--- src/hdl/csvfs_pkg.sv ---
// Package for the CSV field splitter: parse modes, character codes, widths.
`timescale 1ns / 1ps
`default_nettype none

package csvfs_pkg;

    localparam int CHAR_W = 8;
    localparam int LEN_W  = 8;
    localparam int SIZE_W = 9;

    // Buffer size after reset and the clamp limits applied on write
    localparam logic [SIZE_W-1:0] SIZE_RESET = 9'd256;
    localparam logic [SIZE_W-1:0] SIZE_MIN   = 9'd1;
    localparam logic [SIZE_W-1:0] SIZE_MAX   = 9'd256;

    localparam logic [CHAR_W-1:0] CH_QUOTE = 8'h22;
    localparam logic [CHAR_W-1:0] CH_COMMA = 8'h2C;
    localparam logic [CHAR_W-1:0] CH_SPACE = 8'h20;
    localparam logic [CHAR_W-1:0] CH_NUL   = 8'h00;
    localparam logic [CHAR_W-1:0] CH_TAB   = 8'h09;
    localparam logic [CHAR_W-1:0] CH_CR    = 8'h0D;

    typedef enum logic [2:0] {
        MODE_SKIP   = 3'd0,
        MODE_PLAIN  = 3'd1,
        MODE_QUOTED = 3'd2,
        MODE_QSEEN  = 3'd3,
        MODE_DROP   = 3'd4
    } parse_mode_t;

    // Whitespace test: tab through carriage return, and space
    function automatic logic is_blank(input logic [CHAR_W-1:0] c);
        is_blank = (c == CH_SPACE) || ((c >= CH_TAB) && (c <= CH_CR));
    endfunction

endpackage

`default_nettype wire

--- src/hdl/csvfs_ifs.sv ---
// Stream interfaces of the CSV field splitter: character requests in, field results out.
`timescale 1ns / 1ps
`default_nettype none

interface csvfs_char_if;
    logic                          valid;
    logic                          ready;
    logic                          func;
    logic [csvfs_pkg::CHAR_W-1:0]  char_in;

    modport source (output valid, func, char_in, input ready);
    modport sink   (input valid, func, char_in, output ready);
endinterface

interface csvfs_field_if;
    logic                          valid;
    logic                          ready;
    logic                          field_done;
    logic [csvfs_pkg::CHAR_W-1:0]  byte_out;
    logic [csvfs_pkg::LEN_W-1:0]   field_length;

    modport source (output valid, field_done, byte_out, field_length, input ready);
    modport sink   (input valid, field_done, byte_out, field_length, output ready);
endinterface

`default_nettype wire

--- src/hdl/csv_field_splitter.sv ---
// Top level of the CSV field splitter: input register, parse logic, result register.
// A held request's result is loaded into the result register when the request advances from the input register.
// Throughput: one character per cycle unless the result stalls; the parse mode and count update on each advance.
// The input register refills whenever the result register is empty or being taken.
// Reset (rst_n low, asynchronous): both registers empty, mode skips whitespace,
// kept count zero, buffer size 256.
`timescale 1ns / 1ps
`default_nettype none

module csv_field_splitter
(
    input  wire logic                          clk,
    input  wire logic                          rst_n,
    csvfs_char_if.sink                         char_ch,
    csvfs_field_if.source                      field_ch,
    input  wire logic                          cfg_we,
    input  wire logic [csvfs_pkg::SIZE_W-1:0]  cfg_wdata
);

    // Configuration
    logic [csvfs_pkg::SIZE_W-1:0] cap_reg;

    // Input register
    logic                         in_valid_reg;
    logic                         func_reg;
    logic [csvfs_pkg::CHAR_W-1:0] char_reg;

    // Parse state
    csvfs_pkg::parse_mode_t       mode_reg, mode_next;
    logic [csvfs_pkg::LEN_W-1:0]  kept_reg, kept_next;

    // Result register
    logic                         out_valid_reg;
    logic                         done_reg;
    logic [csvfs_pkg::CHAR_W-1:0] byte_reg;
    logic [csvfs_pkg::LEN_W-1:0]  len_reg;

    // Combinational result
    logic                         res_valid;
    logic                         res_done;
    logic [csvfs_pkg::CHAR_W-1:0] res_byte;
    logic [csvfs_pkg::LEN_W-1:0]  res_len;

    logic                         advance;
    logic                         eol;
    logic                         end_req;
    logic                         keep_req;
    logic [csvfs_pkg::CHAR_W-1:0] keep_char;
    logic                         can_keep;

    // Move the held request on when the result register can take its result
    assign advance = in_valid_reg && (!out_valid_reg || field_ch.ready);
    assign char_ch.ready = !in_valid_reg || advance;

    // Store the buffer size clamped to 1..256
    always_ff @(posedge clk or negedge rst_n)
    begin
        if (!rst_n)
        begin
            cap_reg <= csvfs_pkg::SIZE_RESET;
        end
        else if (cfg_we)
        begin
            if (cfg_wdata < csvfs_pkg::SIZE_MIN)
            begin
                cap_reg <= csvfs_pkg::SIZE_MIN;
            end
            else if (cfg_wdata > csvfs_pkg::SIZE_MAX)
            begin
                cap_reg <= csvfs_pkg::SIZE_MAX;
            end
            else
            begin
                cap_reg <= cfg_wdata;
            end
        end
    end

    // Capture an accepted request
    always_ff @(posedge clk or negedge rst_n)
    begin
        if (!rst_n)
        begin
            in_valid_reg <= 1'b0;
        end
        else if (char_ch.ready)
        begin
            in_valid_reg <= char_ch.valid;
        end
    end

    always_ff @(posedge clk)
    begin
        if (char_ch.valid && char_ch.ready)
        begin
            func_reg <= char_ch.func;
            char_reg <= char_ch.char_in;
        end
    end

    // Decide what the held character does in the current mode
    always_comb
    begin
        eol       = func_reg || (char_reg == csvfs_pkg::CH_NUL);
        mode_next = mode_reg;
        end_req   = 1'b0;
        keep_req  = 1'b0;
        keep_char = char_reg;

        if (eol)
        begin
            end_req = 1'b1;
        end
        else
        begin
            case (mode_reg)
                csvfs_pkg::MODE_PLAIN:
                begin
                    if (char_reg == csvfs_pkg::CH_COMMA)
                    begin
                        end_req = 1'b1;
                    end
                    else
                    begin
                        keep_req = 1'b1;
                    end
                end
                csvfs_pkg::MODE_QUOTED:
                begin
                    if (char_reg == csvfs_pkg::CH_QUOTE)
                    begin
                        mode_next = csvfs_pkg::MODE_QSEEN;
                    end
                    else
                    begin
                        keep_req = 1'b1;
                    end
                end
                csvfs_pkg::MODE_QSEEN:
                begin
                    if (char_reg == csvfs_pkg::CH_QUOTE)
                    begin
                        mode_next = csvfs_pkg::MODE_QUOTED;
                        keep_req  = 1'b1;
                        keep_char = csvfs_pkg::CH_QUOTE;
                    end
                    else if (char_reg == csvfs_pkg::CH_COMMA)
                    begin
                        end_req = 1'b1;
                    end
                    else
                    begin
                        mode_next = csvfs_pkg::MODE_DROP;
                    end
                end
                csvfs_pkg::MODE_DROP:
                begin
                    if (char_reg == csvfs_pkg::CH_COMMA)
                    begin
                        end_req = 1'b1;
                    end
                end
                default:
                begin
                    // Skipping leading whitespace; unused codes land here too
                    mode_next = csvfs_pkg::MODE_SKIP;
                    if (csvfs_pkg::is_blank(char_reg))
                    begin
                        mode_next = csvfs_pkg::MODE_SKIP;
                    end
                    else if (char_reg == csvfs_pkg::CH_QUOTE)
                    begin
                        mode_next = csvfs_pkg::MODE_QUOTED;
                    end
                    else if (char_reg == csvfs_pkg::CH_COMMA)
                    begin
                        end_req = 1'b1;
                    end
                    else
                    begin
                        mode_next = csvfs_pkg::MODE_PLAIN;
                        keep_req  = 1'b1;
                    end
                end
            endcase
        end
    end

    // Build the result and the next count
    always_comb
    begin
        can_keep  = ({1'b0, kept_reg} + 9'd1) < cap_reg;
        kept_next = kept_reg;
        res_valid = 1'b0;
        res_done  = 1'b0;
        res_byte  = '0;
        res_len   = '0;

        if (end_req)
        begin
            res_valid = 1'b1;
            res_done  = 1'b1;
            res_len   = kept_reg;
            kept_next = '0;
        end
        else if (keep_req && can_keep)
        begin
            res_valid = 1'b1;
            res_byte  = keep_char;
            kept_next = kept_reg + 8'd1;
        end
    end

    // Advance parse state
    always_ff @(posedge clk or negedge rst_n)
    begin
        if (!rst_n)
        begin
            mode_reg <= csvfs_pkg::MODE_SKIP;
            kept_reg <= '0;
        end
        else if (advance)
        begin
            mode_reg <= end_req ? csvfs_pkg::MODE_SKIP : mode_next;
            kept_reg <= kept_next;
        end
    end

    // Hold the result until taken
    always_ff @(posedge clk or negedge rst_n)
    begin
        if (!rst_n)
        begin
            out_valid_reg <= 1'b0;
        end
        else if (advance)
        begin
            out_valid_reg <= res_valid;
        end
        else if (field_ch.ready)
        begin
            out_valid_reg <= 1'b0;
        end
    end

    always_ff @(posedge clk)
    begin
        if (advance)
        begin
            done_reg <= res_done;
            byte_reg <= res_byte;
            len_reg  <= res_len;
        end
    end

    assign field_ch.valid        = out_valid_reg;
    assign field_ch.field_done   = done_reg;
    assign field_ch.byte_out     = byte_reg;
    assign field_ch.field_length = len_reg;

endmodule

`default_nettype wire

--- src/flat_wrapper.sv ---
// flat-port wrapper written by rule: the top's interface ports become plain ports
module csv_field_splitter_flat 
  (clk, rst_n, cfg_we, cfg_wdata, char_ch_valid, char_ch_func, char_ch_char_in, char_ch_ready, field_ch_valid, field_ch_field_done, field_ch_byte_out, field_ch_field_length, field_ch_ready);
  csvfs_char_if char_ch_i ();
  csvfs_field_if field_ch_i ();
  input  wire logic clk;
  input  wire logic rst_n;
  input  wire logic cfg_we;
  input  wire logic [csvfs_pkg::SIZE_W-1:0] cfg_wdata;
  input wire logic [$bits(char_ch_i.valid)-1:0] char_ch_valid;
  input wire logic [$bits(char_ch_i.func)-1:0] char_ch_func;
  input wire logic [$bits(char_ch_i.char_in)-1:0] char_ch_char_in;
  output wire logic [$bits(char_ch_i.ready)-1:0] char_ch_ready;
  output wire logic [$bits(field_ch_i.valid)-1:0] field_ch_valid;
  output wire logic [$bits(field_ch_i.field_done)-1:0] field_ch_field_done;
  output wire logic [$bits(field_ch_i.byte_out)-1:0] field_ch_byte_out;
  output wire logic [$bits(field_ch_i.field_length)-1:0] field_ch_field_length;
  input wire logic [$bits(field_ch_i.ready)-1:0] field_ch_ready;
  assign char_ch_i.valid = char_ch_valid;
  assign char_ch_i.func = char_ch_func;
  assign char_ch_i.char_in = char_ch_char_in;
  assign char_ch_ready = char_ch_i.ready;
  assign field_ch_valid = field_ch_i.valid;
  assign field_ch_field_done = field_ch_i.field_done;
  assign field_ch_byte_out = field_ch_i.byte_out;
  assign field_ch_field_length = field_ch_i.field_length;
  assign field_ch_i.ready = field_ch_ready;
  csv_field_splitter u_core (.clk(clk), .rst_n(rst_n), .char_ch(char_ch_i), .field_ch(field_ch_i), .cfg_we(cfg_we), .cfg_wdata(cfg_wdata));
endmodule
--- config.mk ---
export PLATFORM = sky130hd
export DESIGN_NAME = csv_field_splitter_flat
export DESIGN_NICKNAME = d
export VERILOG_FILES = /design/src/hdl/csvfs_pkg.sv /design/src/hdl/csvfs_ifs.sv /design/src/hdl/csv_field_splitter.sv /design/src/flat_wrapper.sv
export SDC_FILE = /design/constraint.sdc
export NUM_CORES = 1
export LEC_CHECK = 0
export BUFFER_PORTS_ARGS = -buffer_cell sky130_fd_sc_hd__buf_2
export CAP_MARGIN = 10
export CORE_ASPECT_RATIO = 1.1
export CORE_MARGIN = 2
export CORE_UTILIZATION = 40
export CTS_BUF_LIST = sky130_fd_sc_hd__clkbuf_4 sky130_fd_sc_hd__clkbuf_8 sky130_fd_sc_hd__clkbuf_16
export CTS_CLUSTER_DIAMETER = 100
export DETAILED_ROUTE_END_ITERATION = 7
export HOLD_SLACK_MARGIN = 0.15
export PLACE_DENSITY_LB_ADDON = 0.05
export SETUP_SLACK_MARGIN = 0.05
export SYNTH_ARGS = -nofsm -noshare
export SYNTH_HDL_FRONTEND = slang
export SYNTH_SLANG_ARGS = --single-unit
--- constraint.sdc ---
create_clock -name clk -period 5.51 [get_ports clk]
set_clock_uncertainty 0.2 [all_clocks]
set_input_delay 0.2755 -clock clk [delete_from_list [all_inputs] [get_ports clk]]
set_output_delay 0.2755 -clock clk [all_outputs]
set_load 0.05 [all_outputs]
After elaboration in Yosys (flattened, before gate mapping)
Cells that the tools add are included.
{"block": "classes", "add_sub_neg": 2, "multipliers": 0, "div_mod_pow": 0, "order_cmp": 5, "eq_ne": 11, "shifts": 0, "mux": 33, "bitwise_logic": 1, "n_reduce_logical": 17}
{"cell": "$mux W8", "n": 5}
{"cell": "$eq A8 B6 Y1 const B", "n": 3}
{"cell": "$mux W3", "n": 7}
{"cell": "$mux W9", "n": 2}
{"cell": "$mux W1", "n": 16}
{"cell": "$add A8 B1 Y9 const B", "n": 1}
{"cell": "$gt A9 B9 Y1 const B", "n": 1}
{"cell": "$lt A9 B1 Y1 const B", "n": 1}
{"cell": "$lt A9 B9 Y1", "n": 1}
{"cell": "$pmux W3 S3", "n": 1}
{"cell": "$add A8 B1 Y8 const B", "n": 1}
{"cell": "$ge A8 B4 Y1 const B", "n": 1}
{"cell": "$le A8 B4 Y1 const B", "n": 1}
{"cell": "$logic_not A8 Y1", "n": 1}
{"cell": "$eq A3 B2 Y1 const B", "n": 2}
{"cell": "$reduce_and A5 Y1", "n": 1}
{"cell": "$logic_and A1 B1 Y1", "n": 4}
{"cell": "$logic_or A1 B1 Y1", "n": 4}
{"cell": "$ne A4 B3 Y1 const B", "n": 1}
{"cell": "$pmux W1 S4", "n": 1}
{"cell": "$reduce_bool A2 Y1", "n": 2}
{"cell": "$reduce_or A2 Y1", "n": 2}
{"cell": "$eq A3 B1 Y1 const B", "n": 1}
{"cell": "$eq A3 B3 Y1 const B", "n": 1}
{"cell": "other kinds (7)", "n": 8}
{"block": "totals", "reg_bits": 48, "latch_bits": 0, "mem_bits_rw": 0, "romBits": 0, "out_inout_bits": 19, "mem_count": 0}

Logic depth before layout (Yosys ltp)
Gate-level depths: netlist (run 1).
{"block": "logic_depth", "word_depth": 10, "depth_mapped": 12}

Least setup slack after synthesis (run 1)
OpenSTA, ideal clock, no wires.
{"block": "synth_path", "path_type": "register to register", "start": "register u_core.kept_reg[0] (netlist name)", "end": "register u_core.kept_reg[0] (netlist name)", "arrival_time_ps": 2700, "required_time_ps": 5189, "slack_ps": 2489, "stages_incl_launch_ff": 12, "synth_period_minus_slack_ps": 3021, "path_cell_list": "dfrtp_1 ha_1 nand3_1 nor2_1 and3_1 ha_1 a211o_1 a31oi_1 nand3_1 nor4_4 o21ai_2 a22o_1"}
{"block": "synth_via", "elab_chain_len": 5, "elab_cells_between_ends": 8, "cone_classes": "add/sub (2); order compare (1); mux (2); reduce/logical (3)"}
{"element": "start: declaration", "line": "csv_field_splitter.sv:30", "source": "logic [csvfs_pkg::LEN_W-1:0] kept_reg, kept_next;"}
{"element": "start signal: assignment", "line": "csv_field_splitter.sv:225", "source": "kept_reg <= kept_next;"}
{"element": "$add A8 B1 Y9", "line": "csv_field_splitter.sv:192", "source": "can_keep = ({1'b0, kept_reg} + 9'd1) < cap_reg;"}
{"element": "$lt A9 B9 Y1", "line": "csv_field_splitter.sv:192"}
{"element": "$logic_and A1 B1 Y1", "line": "csv_field_splitter.sv:206", "source": "else if (keep_req && can_keep)"}
{"element": "$reduce_bool A2 Y1 (no source line)"}
{"element": "$reduce_and A2 Y1 (no source line)"}
Several ways; a longest one is shown, not always the timed one. The select of a mux whose other input is x is not followed.
A chain may end at the register's enable or synchronous reset.

Final worst setup path (run 1)
{"block": "layout_path", "start": "register u_core.kept_reg[0] (netlist name)", "end": "register u_core.kept_reg[6] (netlist name)"}
The elaborated chain is that of the path after synthesis.

==> summary.md, run 1 <==
| Metric | Value |
|---|---|
| Initial DRC Count | 79 |
| Max clock buf depth | 2 |
| Least-Margin Pin Slew | 1.050 ns |
| R2r endpoint | u_core.kept_reg[6] |
| Worst Path Arrival | 3.71 ns |
| WP data required | 5.50 ns |
| Largest net degree at the start of global routing | 30 |
| Crit path kind | reg2reg |
| Max incr delay on CP | 0.72 ns |
| Horiz. Die Dim | 78.30 um |
| Hpwl dp | 3152 um |
| Highest clock rate | 268.6 MHz |
| Pre-antenna DRT Iters | 4 |
| Starting Density | 41.83% |
| Worst reg2reg setup slack | 1.79 ns |
| ANT nets after route | 0 |
| CTS clock-pin slew for the worst setup and hold paths | 0.09 ns |
| WHS Path Cells | 2 |
| Initial antenna violation count | 0 |
| FP Rows | 29 |
| Final nets | 324 |
| Period minus WS final | 3.723 ns |
| Antenna diodes | 0 |
| Final setup margin | 1.787 ns |
| Reg2reg start | u_core.kept_reg[0] |
| Final Util | 54.07% |
| P&R area growth vs syn | 29.26% |
| Pre-CTS setup slack | 1.816 ns |
| Mapped Area | 0.002429 mm^2 |
| Routed WL per cell | 12.71 um |
| Top cell type's share of synthesized area | 32.15% |
| Clock buffer count from CTS | 5 |
| Clock Latency Late Sink | 0.30 ns |
| # H-tree levels | 2 |
| I/O pins | 42 |
| DIE AREA | 0.006711 mm^2 |
| First-pass GRT wire length | 8411 um |
| Reg2Reg Depth | 11 |
| Synth Flop Type | edfxtp_1 |
| Hold Path Sink | u_core.cap_reg[7] |
| CTS tree | yes |
| Yosys warning count | 0 |
| Asr flop ratio synth | 45.83% |
| Mean Syn Cell Area | 11.09 um^2 |
| Synth Net Count | 251 |
| Worst Hold Class | in2reg |
| Hold Path Origin | cfg_we |
| Register area share after synthesis | 54.87% |
| PwrDens | 324.0 mW/mm^2 |
| Cell taking the most area after synthesis | edfxtp_1 |
| Total track usage | 15.71% |
| Layout cells sized above 1 | 20.14% |
| Number of setup violations in the final report | 0 |
| Max-Cap Viols | 0 |
| Slowest CP cell | nor4_4 |
| Number of vias per cell | 4.914 |
| Final Max Tran Viols | 0 |
| Core area | 0.005806 mm^2 |
| CP Max Fanout | 18 |
| Number of global-route vias before repair | 1834 |
| Max reg flops | 9 |
| Die span in y | 85.72 um |
| Post-synth EDFFs | 26 |
| Cells after Synth | 219 |
| GP Congestion | 0.7132 |
| Buf+Inv Stages, Crit Path | 0 |
| Crit-path cells | ha_1 -> nand3_1 -> nor2_1 -> and3_1 -> ha_1 -> a211o_1 -> a31oi_1 -> nand3_1 -> nor4_4 -> o21ai_2 -> a22o_1 |
| Buffers on Ports | 41 |
| Netlist cell types | 48 |
| Total Wirelength | 4702 um |
| Max-slew headroom | 29.55% |
| Root buffer selected by CTS | clkbuf_8 |
| Synth Register Bits | 48 |
| CTS Sinks | 48 |
| Residual DRC | 0 |
| Post-CTS Setup Inserts | 0 |
| Via count | 1818 |
| Peak supply drop | 162.4 uV |
| Leak | 1.321 nW |
| Top delay family on crit path | simple AND/OR/NAND/NOR gates |
| Hold Vio Cnt, Final | 0 |
| Run status | complete, no violations |
| Gr ovfl total | 0 |
| Main area contributors after synthesis | edfxtp_1, dfrtp_1, and2_1 |
| CP Capture Type | flip-flop |
| RSZ-0062 raised after global routing | no |
| Period utilization | 67.56% |
| Startpoint Class | flip-flop |
| Setup TNS | 0 ns |
[through the flow]
step	total power, W	cell area [um^2]	instances	hold WS, ns
2_1_floorplan	0.0007196	2429	219	-0.2201
3_3_place_gp	0.0007838	2691	327	0.07648
3_5_place_dp	0.0007904	2691	327	0.07845
4_1_cts	0.001030	3139	370	0.1605
5_1_grt	0.001088	3139	370	0.2030
6_report	0.001017	3139	370	0.1581
[worst max-delay path by stage]
stage / depth (start not counted) / startpoint / slack (ns) / endpoint
detailed placement: 11 / u_core.kept_reg[0] / 1.82 / u_core.kept_reg[6]
global placement: 11 / u_core.kept_reg[0] / 1.92 / u_core.kept_reg[4]
floorplan: 11 / u_core.kept_reg[0] / 2.49 / u_core.kept_reg[0]
finish: 11 / u_core.kept_reg[0] / 1.79 / u_core.kept_reg[6]
global route: 11 / u_core.kept_reg[0] / 1.47 / u_core.kept_reg[6]
CTS: 11 / u_core.kept_reg[0] / 1.79 / u_core.kept_reg[6]
[cells by family after synthesis]
group | after synthesis | share of synthesized area [%]
mux | 1 | 0.4636
fa+ha+maj | 9 | 4.637
simple gates | 82 | 20.14
flops | 48 | 54.87
buf+inv | 22 | 3.451
xor+xnor | 7 | 2.525
compound gates | 50 | 13.91
[Yosys cell counts, types with 7 or more instances]
| cell type | instances |
|---|---|
| edfxtp_1 | 26 |
| dfrtp_1 | 21 |
| and2_1 | 18 |
| o21ai_0 | 13 |
| inv_1 | 12 |
| nand2_1 | 12 |
| nor2_1 | 12 |
| ha_1 | 9 |
| nand3_1 | 9 |
| nand3b_1 | 9 |
| clkbuf_1 | 8 |
| a22o_1 | 7 |
[per-layer routing]
layer,up-vias,global-route usage [%],wire [um]
met2,46,25.39,2180
met1,823,21.35,2282
met4,0,5.582,68
met3,5,2.842,170
met5,-,0,0
li1,944,-,-
[power breakdown]
group | switching [W] | internal, W | leakage, nW | total, W
Sequential | 0.0000435 | 0.000440 | 0.539 | 0.000483
Clock | 0.000118 | 0.000102 | 0.0434 | 0.000219
Combinational | 0.000194 | 0.000121 | 0.739 | 0.000315
[cell type report]
class	count	area, um^2
Clock buffer	6	82.58
Timing Repair Buffer	76	555.5
Clock inverter	2	15.01
Multi-Input combinational cell	149	1012
Fill cell	527	2666
Inverter	12	45.04
Tap cell	77	96.34
Sequential cell	48	1333
[timing repair]
action | in CTS | in global routing
gates resized for setup | 0 | 0
hold buffers | 35 | 0
hold endpoints to repair | 42 | 0
[cell usage in the layout (no fill, tap or decap), types with 4 or more instances in the layout]
| cell | count |
|---|---|
| a21o_1 | 4 |
| a21oi_1 | 5 |
| a22o_1 | 7 |
| and2_1 | 18 |
| buf_2 | 41 |
| clkbuf_8 | 6 |
| dfrtp_1 | 21 |
| dlygate4sd3_1 | 35 |
| edfxtp_1 | 26 |
| ha_1 | 9 |
| inv_1 | 12 |
| nand2_1 | 12 |
| nand3_1 | 9 |
| nand3b_1 | 9 |
| nor2_1 | 12 |
| nor3_1 | 4 |
| o21ai_0 | 13 |
| o21ai_1 | 5 |
| xnor2_1 | 5 |
(Power assumes the default switching activity.)
==> inputs of run 2 (changes only) <==
==> constraint.sdc (replaced) <==
create_clock -name clk -period 3.7 [get_ports clk]
set_clock_uncertainty 0.2 [all_clocks]
set_input_delay 0.185 -clock clk [delete_from_list [all_inputs] [get_ports clk]]
set_output_delay 0.185 -clock clk [all_outputs]
set_load 0.05 [all_outputs]
==> summary.md, run 2 (same netlist as run 1, synthesis figures left out) <==
| Metric | Value |
|---|---|
| Run status | complete, no violations |
| # H-tree levels | 2 |
| ANT nets after route | 0 |
| Met2 usage | 27.27% |
| Horiz. Die Dim | 78.30 um |
| PwrDens | 497.3 mW/mm^2 |
| Gr ovfl total | 0 |
| Met1 usage | 22.36% |
| Least-Margin Pin Slew | 0.5151 ns |
| Largest net degree at the start of global routing | 24 |
| Final Power | 0.001604 W |
| Core area | 0.005806 mm^2 |
| Via count | 1849 |
| Hold Vio Cnt, Final | 0 |
| Final nets | 331 |
| Worst reg2reg setup slack | 0.55 ns |
| Routed WL per cell | 13.12 um |
| Reg2reg start | u_core.kept_reg[0] |
| CTS clock-pin slew for the worst setup and hold paths | 0.09 ns |
| Slowest CP cell | dfrtp_1 |
| Number of setup violations in the final report | 0 |
| CP Capture Type | flip-flop |
| Die span in y | 85.72 um |
| Worst Hold Class | in2async |
| CTS tree | yes |
| Setup TNS | 0 ns |
| Highest clock rate | 317.1 MHz |
| FP Rows | 29 |
| Max clock buf depth | 2 |
| Final Max Tran Viols | 0 |
| Total Wirelength | 4947 um |
| Most frequent cells in the layout | buf_2, dlygate4sd3_1, edfxtp_1 |
| Buffers on Ports | 41 |
| Number of vias per cell | 4.905 |
| Clock Latency Late Sink | 0.30 ns |
| Residual DRC | 0 |
| Hpwl dp | 3173 um |
| Antenna diodes | 0 |
| Max incr delay on CP | 0.43 ns |
| CTS Sinks | 48 |
| Period minus WS final | 3.154 ns |
| Max reg flops | 9 |
| Crit path kind | reg2reg |
| Top delay family on crit path | simple AND/OR/NAND/NOR gates |
| Initial DRC Count | 132 |
| Startpoint Class | flip-flop |
| Initial antenna violation count | 0 |
| DIE AREA | 0.006711 mm^2 |
| RSZ-0062 raised after global routing | no |
| Total track usage | 16.58% |
| Worst Path Arrival | 3.20 ns |
| Max-slew headroom | 65.66% |
| Starting Density | 41.83% |
| I/O pins | 42 |
| WP data required | 3.75 ns |
| Root buffer selected by CTS | clkbuf_8 |
| Peak supply drop | 244.0 uV |
| Met3 Track Usage GR | 3.263% |
| GP Congestion | 0.7603 |
| Pre-antenna DRT Iters | 4 |
| Post-CTS Setup Inserts | 0 |
| Crit-path cells | ha_1 -> nand3_1 -> nor2_1 -> and3_1 -> ha_1 -> a211o_1 -> a31oi_1 -> nand3_1 -> nor4_4 -> buf_4 -> and3_1 -> a21o_1 |
| Busiest layer in global routing | met2 |
| Commonest non-fill, non-tap cell in the layout | buf_2 |
| PostCTS Resize Cnt | 0 |
| Period utilization | 85.24% |
| Clock buffer count from CTS | 5 |
| Max-Cap Viols | 0 |
| Buf+Inv Stages, Crit Path | 1 |
| P&R area growth vs syn | 32.82% |
| Reg2Reg Depth | 12 |
| CP Max Fanout | 17 |
| Leak | 1.373 nW |
| Layout cells sized above 1 | 20.67% |
| R2r endpoint | u_core.kept_reg[7] |
| Number of global-route vias before repair | 1895 |
| First-pass GRT wire length | 8804 um |
run 2: final cells by class:
cell class / instances / area, um^2
Fill cell: 510 / 2580
Sequential cell: 48 / 1333
Multi-Input combinational cell: 149 / 1012
Timing Repair Buffer: 83 / 618.1
Tap cell: 77 / 96.34
Clock buffer: 6 / 82.58
Inverter: 12 / 45.04
Clock inverter: 2 / 38.79
run 2: what timing repair did:
item | in CTS | in global routing
hold endpoints to repair | 42 | 0
hold buffers | 39 | 0
setup endpoints to repair | 0 | 0
run 2: metrics by stage:
step	cells	setup WS [ns]	cell area [um^2]	hold slack [ns]	util, %
after global placement	330	0.6476	2714	-0.007647	46.75
after CTS	377	0.5468	3226	0.1994	55.56
final	377	0.5461	3226	0.1859	55.56
after detailed placement	330	0.5719	2714	-0.009275	46.75
after global routing	377	0.2097	3226	0.2213	55.56
after floorplan	219	0.6786	2429	-0.3106	-
run 2: how the worst max path moves through the flow:
stage,from,end,slack [ns],cells past startpoint
CTS,u_core.kept_reg[0],u_core.kept_reg[7],0.55,12
global placement,u_core.kept_reg[0],u_core.kept_reg[7],0.65,12
finish,u_core.kept_reg[0],u_core.kept_reg[7],0.55,12
detailed placement,u_core.kept_reg[0],u_core.kept_reg[7],0.57,12
floorplan,u_core.kept_reg[0],u_core.kept_reg[0],0.68,11
global route,u_core.kept_reg[0],u_core.kept_reg[7],0.21,12
run 2: power breakdown:
| group | switching [W] | total [W] | internal, W | leakage, nW |
|---|---|---|---|---|
| sequential | 0.0000650 | 0.000719 | 0.000654 | 0.539 |
| clock | 0.000176 | 0.000397 | 0.000221 | 0.0614 |
| combinational | 0.000297 | 0.000488 | 0.000191 | 0.772 |
| total | 0.000538 | 0.00160 | 0.00107 | 1.37 |
run 2: per-layer routing:
layer | vias to the layer above | routed length, um
li1 | 955 | -
met1 | 846 | 2443
met2 | 44 | 2267
met3 | 4 | 201
met4 | 0 | 35
met5 | - | 0
